`src/design/assert_macros.svh`:
```
// Assertion helpers shared by the RTL files.
`ifndef ASSERT_MACROS_SVH
`define ASSERT_MACROS_SVH

// Clocked property, ignored while reset is asserted.
`define JES_ASSERT(lbl, clk, rstn, prop, msg) \
  lbl: assert property (@(posedge clk) disable iff (!rstn) (prop)) else $error(msg);

// Clocked property, checked during reset as well.
`define JES_ASSERT_ALWAYS(lbl, clk, prop, msg) \
  lbl: assert property (@(posedge clk) (prop)) else $error(msg);

`endif

```
`src/design/jes_pkg.sv`:
```
// ----------------------------------------------------------------------------
// jes_pkg
// Types and byte constants for the JIS/EUC to Shift_JIS converter.
// ----------------------------------------------------------------------------
`timescale 1ns / 1ps
`default_nettype none

package jes_pkg;

  localparam int unsigned ByteW = 8;

  typedef enum logic [1:0] {
    ESC_NONE = 2'd0,
    ESC_SEL  = 2'd1,
    ESC_SKIP = 2'd2
  } esc_phase_e;

  typedef enum logic {
    SRC_JIS = 1'b0,
    SRC_EUC = 1'b1
  } src_enc_e;

  localparam logic [ByteW-1:0] CHR_ESC      = 8'h1B;
  localparam logic [ByteW-1:0] SEL_KANJI    = 8'h24;
  localparam logic [ByteW-1:0] SEL_ASCII    = 8'h28;
  localparam logic [ByteW-1:0] JIS_ROW_SPLIT = 8'h5F;
  localparam logic [ByteW-1:0] JIS_HI_LOW   = 8'h70;
  localparam logic [ByteW-1:0] JIS_HI_HIGH  = 8'hB0;
  localparam logic [ByteW-1:0] JIS_LO_HIGH  = 8'h20;
  localparam logic [ByteW-1:0] JIS_LO_LOW   = 8'h1F;
  localparam logic [ByteW-1:0] JIS_LO_EVEN  = 8'h7E;
  localparam logic [ByteW-1:0] EUC_LEAD_MIN = 8'hA0;
  localparam logic [ByteW-1:0] EUC_NOT_LEAD = 8'hFF;
  localparam logic [ByteW-1:0] EUC_LO_ODD   = 8'h61;
  localparam logic [ByteW-1:0] EUC_LO_WRAP  = 8'h7E;
  localparam logic [ByteW-1:0] EUC_LO_EVEN  = 8'h02;
  localparam logic [ByteW-1:0] EUC_HI_SPLIT = 8'hDF;
  localparam logic [ByteW-1:0] EUC_HI_HIGH  = 8'h70;
  localparam logic [ByteW-1:0] EUC_HI_LOW   = 8'h30;

  typedef struct packed {
    logic [1:0]       cnt;
    logic [ByteW-1:0] b0;
    logic [ByteW-1:0] b1;
  } res_t;

endpackage

`default_nettype wire

```
`src/design/jes_core.sv`:
```
// ----------------------------------------------------------------------------
// jes_core
// Decode state and byte mapping; turns one request into zero to two bytes.
// ----------------------------------------------------------------------------
`timescale 1ns / 1ps
`default_nettype none

module jes_core (
  input  wire logic                     clk_i,
  input  wire logic                     rst_ni,
  input  wire logic                     cfg_we_i,
  input  wire logic                     cfg_src_i,
  input  wire logic                     fire_i,
  input  wire logic [jes_pkg::ByteW-1:0] byte_i,
  input  wire logic                     last_i,
  output jes_pkg::res_t                  res_o
);
  import jes_pkg::*;

  src_enc_e           src_q;
  logic               kanji_q, kanji_d;
  esc_phase_e         phase_q, phase_d;
  logic               pend_q, pend_d;
  logic [ByteW-1:0]   lead_q, lead_d;

  logic [ByteW:0]     lead_inc;
  logic [ByteW-1:0]   half;
  logic [ByteW-1:0]   jis_hi, jis_lo, euc_hi, euc_lo, euc_t;

  always_comb begin
    lead_inc = {1'b0, lead_q} + 9'd1;
    half     = lead_inc[ByteW:1];
    jis_hi   = half + ((lead_q < JIS_ROW_SPLIT) ? JIS_HI_LOW : JIS_HI_HIGH);
    if (lead_q[0]) begin
      jis_lo = byte_i + ((byte_i > JIS_ROW_SPLIT) ? JIS_LO_HIGH : JIS_LO_LOW);
    end else begin
      jis_lo = byte_i + JIS_LO_EVEN;
    end
    euc_t = byte_i - EUC_LO_ODD;
    if (lead_q[0]) begin
      euc_lo = (euc_t > EUC_LO_WRAP) ? euc_t + 8'd1 : euc_t;
    end else begin
      euc_lo = byte_i - EUC_LO_EVEN;
    end
    euc_hi = half + ((lead_q >= EUC_HI_SPLIT) ? EUC_HI_HIGH : EUC_HI_LOW);
  end

  always_comb begin
    kanji_d   = kanji_q;
    phase_d   = phase_q;
    pend_d    = pend_q;
    lead_d    = lead_q;
    res_o.cnt = 2'd0;
    res_o.b0  = byte_i;
    res_o.b1  = jis_lo;
    if (src_q == SRC_JIS) begin
      case (phase_q)
        ESC_SEL: begin
          if (byte_i == SEL_KANJI) begin
            kanji_d = 1'b1;
          end else if (byte_i == SEL_ASCII) begin
            kanji_d = 1'b0;
          end
          phase_d = ESC_SKIP;
        end
        ESC_NONE: begin
          if (pend_q) begin
            res_o.cnt = 2'd2;
            res_o.b0  = jis_hi;
            res_o.b1  = jis_lo;
            pend_d    = 1'b0;
          end else if (byte_i == CHR_ESC) begin
            phase_d = ESC_SEL;
          end else if (kanji_q) begin
            lead_d = byte_i;
            pend_d = 1'b1;
          end else begin
            res_o.cnt = 2'd1;
          end
        end
        default: begin
          phase_d = ESC_NONE;
        end
      endcase
    end else begin
      if (pend_q) begin
        res_o.cnt = 2'd2;
        res_o.b0  = euc_hi;
        res_o.b1  = euc_lo;
        pend_d    = 1'b0;
      end else if (byte_i <= EUC_LEAD_MIN || byte_i == EUC_NOT_LEAD || last_i) begin
        res_o.cnt = 2'd1;
      end else begin
        lead_d = byte_i;
        pend_d = 1'b1;
      end
    end
  end

  always_ff @(posedge clk_i or negedge rst_ni) begin
    if (!rst_ni) begin
      src_q   <= SRC_JIS;
      kanji_q <= 1'b0;
      phase_q <= ESC_NONE;
      pend_q  <= 1'b0;
      lead_q  <= '0;
    end else if (cfg_we_i) begin
      src_q   <= src_enc_e'(cfg_src_i);
      kanji_q <= 1'b0;
      phase_q <= ESC_NONE;
      pend_q  <= 1'b0;
      lead_q  <= '0;
    end else if (fire_i) begin
      if (last_i) begin
        kanji_q <= 1'b0;
        phase_q <= ESC_NONE;
        pend_q  <= 1'b0;
        lead_q  <= '0;
      end else begin
        kanji_q <= kanji_d;
        phase_q <= phase_d;
        pend_q  <= pend_d;
        lead_q  <= lead_d;
      end
    end
  end

`include "assert_macros.svh"

  `JES_ASSERT(a_lead_not_in_escape, clk_i, rst_ni, !(pend_q && phase_q != ESC_NONE), "lead held inside escape")
  `JES_ASSERT(a_phase_valid, clk_i, rst_ni, phase_q != 2'd3, "unused escape phase reached")
  `JES_ASSERT(a_last_clears, clk_i, rst_ni, fire_i && last_i |=> !pend_q && !kanji_q && phase_q == ESC_NONE, "state kept past end of string")

endmodule

`default_nettype wire

```
`src/design/jis_euc_to_shift_jis_unit.sv`:
```
// ----------------------------------------------------------------------------
// jis_euc_to_shift_jis_unit
// Byte stream converter from JIS or EUC-JP to Shift_JIS.
// ----------------------------------------------------------------------------
// One source byte per request; each gives zero, one or two Shift_JIS bytes,
// the final one flagged by out_last_o. A request enters an input register,
// is decoded once the result buffer has room and lands in a two-byte result
// buffer. Requests are taken one per cycle as long as each gives at most one
// byte and the output is not stalled; a kanji pair holds the result buffer
// until both of its bytes are taken, which holds back the input. Writing
// the source encoding (0 JIS, 1 EUC) also clears the string state.
`timescale 1ns / 1ps
`default_nettype none

module jis_euc_to_shift_jis_unit (
  input  wire logic                      clk_i,
  input  wire logic                      rst_ni,
  input  wire logic                      in_valid_i,
  output      logic                      in_ready_o,
  input  wire logic [jes_pkg::ByteW-1:0] in_byte_i,
  input  wire logic                      in_last_i,
  output      logic                      out_valid_o,
  input  wire logic                      out_ready_i,
  output      logic [jes_pkg::ByteW-1:0] out_byte_o,
  output      logic                      out_last_o,
  input  wire logic                      cfg_valid_i,
  output      logic                      cfg_ready_o,
  input  wire logic                      cfg_source_encoding_i
);
  import jes_pkg::*;

  logic             in_vld_q;
  logic [ByteW-1:0] in_byte_q;
  logic             in_last_q;

  logic [1:0]       cnt_q, cnt_d;
  logic [ByteW-1:0] b0_q, b0_d, b1_q, b1_d;
  logic             l0_q, l0_d;

  logic             adv, pop;
  res_t             res;

  assign cfg_ready_o = 1'b1;
  assign out_valid_o = (cnt_q != 2'd0);
  assign out_byte_o  = b0_q;
  assign out_last_o  = l0_q;

  assign pop        = out_valid_o && out_ready_i;
  assign adv        = in_vld_q && ((cnt_q == 2'd0) || (cnt_q == 2'd1 && out_ready_i));
  assign in_ready_o = !in_vld_q || adv;

  jes_core u_core (
    .clk_i     (clk_i),
    .rst_ni    (rst_ni),
    .cfg_we_i  (cfg_valid_i && cfg_ready_o),
    .cfg_src_i (cfg_source_encoding_i),
    .fire_i    (adv),
    .byte_i    (in_byte_q),
    .last_i    (in_last_q),
    .res_o     (res)
  );

  always_comb begin
    cnt_d = cnt_q;
    b0_d  = b0_q;
    b1_d  = b1_q;
    l0_d  = l0_q;
    if (adv) begin
      cnt_d = res.cnt;
      b0_d  = res.b0;
      b1_d  = res.b1;
      l0_d  = (res.cnt == 2'd1);
    end else if (pop) begin
      cnt_d = cnt_q - 2'd1;
      b0_d  = b1_q;
      l0_d  = 1'b1;
    end
  end

  always_ff @(posedge clk_i or negedge rst_ni) begin
    if (!rst_ni) begin
      in_vld_q <= 1'b0;
      cnt_q    <= 2'd0;
    end else begin
      if (in_ready_o) begin
        in_vld_q <= in_valid_i;
      end
      cnt_q <= cnt_d;
    end
  end

  always_ff @(posedge clk_i) begin
    if (in_ready_o && in_valid_i) begin
      in_byte_q <= in_byte_i;
      in_last_q <= in_last_i;
    end
    b0_q <= b0_d;
    b1_q <= b1_d;
    l0_q <= l0_d;
  end

`include "assert_macros.svh"

  `JES_ASSERT(a_cnt_range, clk_i, rst_ni, cnt_q != 2'd3, "result buffer overfilled")
  `JES_ASSERT(a_stall_holds_item, clk_i, rst_ni, !in_ready_o |-> in_vld_q, "input stalled with empty register")
  `JES_ASSERT(a_pair_tail_last, clk_i, rst_ni, cnt_q == 2'd2 |-> !l0_q, "first byte of pair flagged last")

endmodule

`default_nettype wire

```
`config.mk`:
```
export PLATFORM = sky130hd
export DESIGN_NAME = jis_euc_to_shift_jis_unit
export DESIGN_NICKNAME = d
export VERILOG_FILES = /design/src/design/jes_pkg.sv /design/src/design/jes_core.sv /design/src/design/jis_euc_to_shift_jis_unit.sv
export VERILOG_INCLUDE_DIRS = /design/src /design/src/design
export SDC_FILE = /design/constraint.sdc
export NUM_CORES = 1
export LEC_CHECK = 0
export BUFFER_PORTS_ARGS = -buffer_cell sky130_fd_sc_hd__buf_2
export CAP_MARGIN = 20
export CORE_MARGIN = 3
export CORE_UTILIZATION = 40
export CTS_BUF_LIST = sky130_fd_sc_hd__clkbuf_4 sky130_fd_sc_hd__clkbuf_8
export DETAILED_ROUTE_END_ITERATION = 8
export PLACE_DENSITY = 0.69
export SETUP_SLACK_MARGIN = 0.1
export SYNTH_ARGS = -nofsm -noshare
export SYNTH_HDL_FRONTEND = slang
export SYNTH_SLANG_ARGS = --single-unit
```
`constraint.sdc`:
```
create_clock -name clk_i -period 2.73 [get_ports clk_i]
set_input_delay 0.1365 -clock clk_i [delete_from_list [all_inputs] [get_ports clk_i]]
set_output_delay 0.1365 -clock clk_i [all_outputs]
set_load 0.01 [all_outputs]
```
==> run metrics <==
Avg Inst Size Synth=9.41 um^2; critical path's top delay family=simple AND/OR/NAND/NOR gates; f_max=0.391 GHz; GPL Wtd Cong=about 0.91; Worst Setup Path Type=register to register; GRT overflow=0; clock sink count=42; DRC viols=0; drt first pass iters=4; CTS buffer count=5; height of the die=95.0 um; Synth area leader=edfxtp_1; Detail Route Antenna Nets=0; fin crit period=2.56 ns; Synth area leaders=edfxtp_1 25%, dfrtp_1 13%, ha_1 6.7%; pwr/cell area=886 nW/um^2; # diodes=0; Vias per Instance=5.53; Critical-path top delay cell=dfrtp_1; Cell Area, Placed=around 3500 um^2; drt wl/cell=roughly 16 um; Initial DRC Count=172; I/O Buffers=25; RSZ-0062 raised after global routing=true; HPWL Detailed=approximately 5.7 mm; Clk pin slew, worst setup/hold paths=0.08 ns; Yosys reg bits=42; Initial Util=42.4%; total of max-cap violations=0; LEAKAGE=1.47 nW; synthesized area=about 3200 um^2; die width=95.0 um; Sw Pwr=~1.4 mW; first-pass GRT wire length=12.5 mm; most used flip-flop cell after synthesis=edfxtp_1; Pins Over Slew Limit=0; Cell Chain, Critical Path=and4_4, and2_1, nand3_1, xnor2_2, ha_2, nor2_1, a311oi_2, xnor2_1, a2111oi_2, nor3_1; clk_lat worst skew=0.30 ns; Placeable Area=7490 um^2; routed vias=2658; FF-to-FF path depth=10; Post-synth ARST share=38.1%; Startpoint Class=register; Worst Path Required=2.77 ns; Placed Cells=between 400 and 500; Comb pwr share=54.2%; Final period util=93.8%; CTS H-tree lvls=2; Crit Path Max Fanout=3; worst hold slack=0.00865 ns; Worst path depth=10; total power=3.28 mW; Mapped Nets=370; CP Capture Type=register; peak supply drop=between 0.0003 and 0.0004 V; Final Cell Area=3700 um^2; Max Root-Sink Buffers=2; post-synthesis cell count=between 300 and 400; top cell type's share of synthesized area=24.6%; EDFF count, synth=26; largest net degree at the start of global routing=19; Crit path buffers/inverters=0; sequential area share after synthesis=37.3%; share of post-route cells with drive strength above 1=23.6%; CTS tree=built; internal power=around 1.9 mW; crit path DAT=2.60 ns; Final setup viols=0; TNS Setup=0 ns; final wirelength=7.60 mm; root buf cell=clkbuf_8; final cell count without fillers=481; CP peak stage delay=0.43 ns; clock network power share=between 10% and 20%; worst hold path depth=1; most frequent cell after synthesis=nand2_1; Layout Utilization=49.5%; Synth top cells by count=42 x nand2_1, 26 x edfxtp_1, 21 x o21ai_0; Unique masters post-synth=66; IO Pins=27; Post-Place Setup Slack=between 0.02 and 0.025 ns; number of core rows=31; synth warn=0; final net count=414; Total Routing Usage GR=18.0%; worst hold path class=input pin to register; initial antenna violation count=0; sw frac=a little over two fifths; Post-Route Skew=0.00657 ns; Setup WS post-layout=around 0.17 ns; sequential share of power=approximately 34%; Syn-to-layout area delta=16.9%; Die ar.=approximately 9000 um^2; Final Hold Fails=0; vias in the first global route=about 2600; outcome=completed
-- per-layer routing --
layer	GRT usage [%]	vias up	routed length, um
li1	-	1320	-
met3	2.92	9	505
met2	29.5	76	3570
met1	24.6	1253	3430
met5	0	-	0
met4	4.81	0	94
-- logic make-up (layout without fill, tap and decap cells) --
kind of cell             after synthesis  after routing  synth area share [%]
flip-flops                            42             42                  37.3
other                                  1              1                 0.118
XOR/XNOR                              29             29                  8.01
AO/OA/AOI/OAI                         79             79                  17.4
adder cells (fa/ha/maj)               18             18                  7.34
AND/OR/NAND/NOR                      117            117                  20.2
multiplexers                          12             12                  3.99
buffers and inverters                 39             84                  5.72
-- cell type report --
class	count	area, um^2
Tap cell	99	124
Multi-Input combinational cell	256	1880
Clock buffer	5	68.8
Inverter	20	75.1
Clock inverter	3	16.3
Timing Repair Buffer	56	363
Fill cell	714	3780
Sequential cell	42	1180
-- worst paths after layout --
path | to | startpoint | slack, ns
hold / removal | in_last_q | in_last_i | 0.009
setup / recovery | out_byte_o[7] | u_core.lead_q[0] | 0.17
min in group asynchronous | cnt_q[1] | rst_ni | 0.28
setup reg to reg | out_byte_o[7] | u_core.lead_q[0] | 0.17
hold reg to reg | out_byte_o[6] | b1_q[6] | 0.55
max in group asynchronous | u_core.lead_q[1] | rst_ni | 2.14
-- worst register-to-register path: stages, from the launching register on --
cell       delay (ns)
dfrtp_1          0.43
and4_4           0.24
and2_1           0.14
nand3_1          0.12
xnor2_2          0.18
ha_2             0.35
nor2_1           0.06
a311oi_2         0.22
xnor2_1          0.11
a2111oi_2        0.36
nor3_1           0.11
-- flip-flops by register name (all words and copies together) (netlist names) --
register        flops
in_vld_q            1
in_last_q           1
b1_q                8
u_core.pend_q       1
u_core.kanji_q      1
cnt_q               2
out_last_o          1
out_byte_o          8
in_byte_q           8
u_core.lead_q       8
u_core.phase_q      2
u_core.src_q        1
-- power groups by stage --
stage / Combinational (mW) / Sequential [mW] / Clock (mW)
after floorplan: 1.19 / 1.12 / 0
after global placement: 1.67 / 1.10 / 0
after detailed placement: 1.71 / 1.11 / 0
after CTS: 1.74 / 1.10 / 0.400
after global routing: 2.00 / 1.13 / 0.429
final: 1.78 / 1.11 / 0.396
-- placed cells by master, fill, tap and decap left out, types with 2 or more instances in the layout --
master	n
a2111oi_2	2
or3_1	4
nor3_1	14
nor3_2	2
edfxtp_1	26
nor2b_1	2
dlygate4sd3_1	2
dfrtp_1	15
o2111a_1	2
ha_1	15
a21boi_0	2
o22ai_1	2
a31oi_1	2
o211ai_1	3
xnor2_1	19
nand2_1	42
buf_4	29
a21oi_1	14
clkbuf_8	5
a211oi_1	5
nand4_1	5
nand3_1	6
nor4_1	2
o21ai_0	21
o2111ai_1	2
nor2_1	16
buf_2	25
nor4b_1	2
o221ai_1	4
mux2i_1	10
and2_1	4
inv_1	19
a21o_1	2
nor3b_2	2
nand2b_1	4
xor2_1	9
-- repair_timing --
| item | in CTS | in global routing |
|---|---|---|
| resized for setup | 3 | 12 |
| endpoints found under the setup margin | 1 | 11 |
| setup buffers | 2 | 1 |
| hold endpoints to repair | 16 | 1 |
| hold buffers | 1 | 1 |
| pin swaps | 0 | 3 |
| gates cloned | 0 | 0 |
No activity file was read; power rests on OpenSTA's default activity.
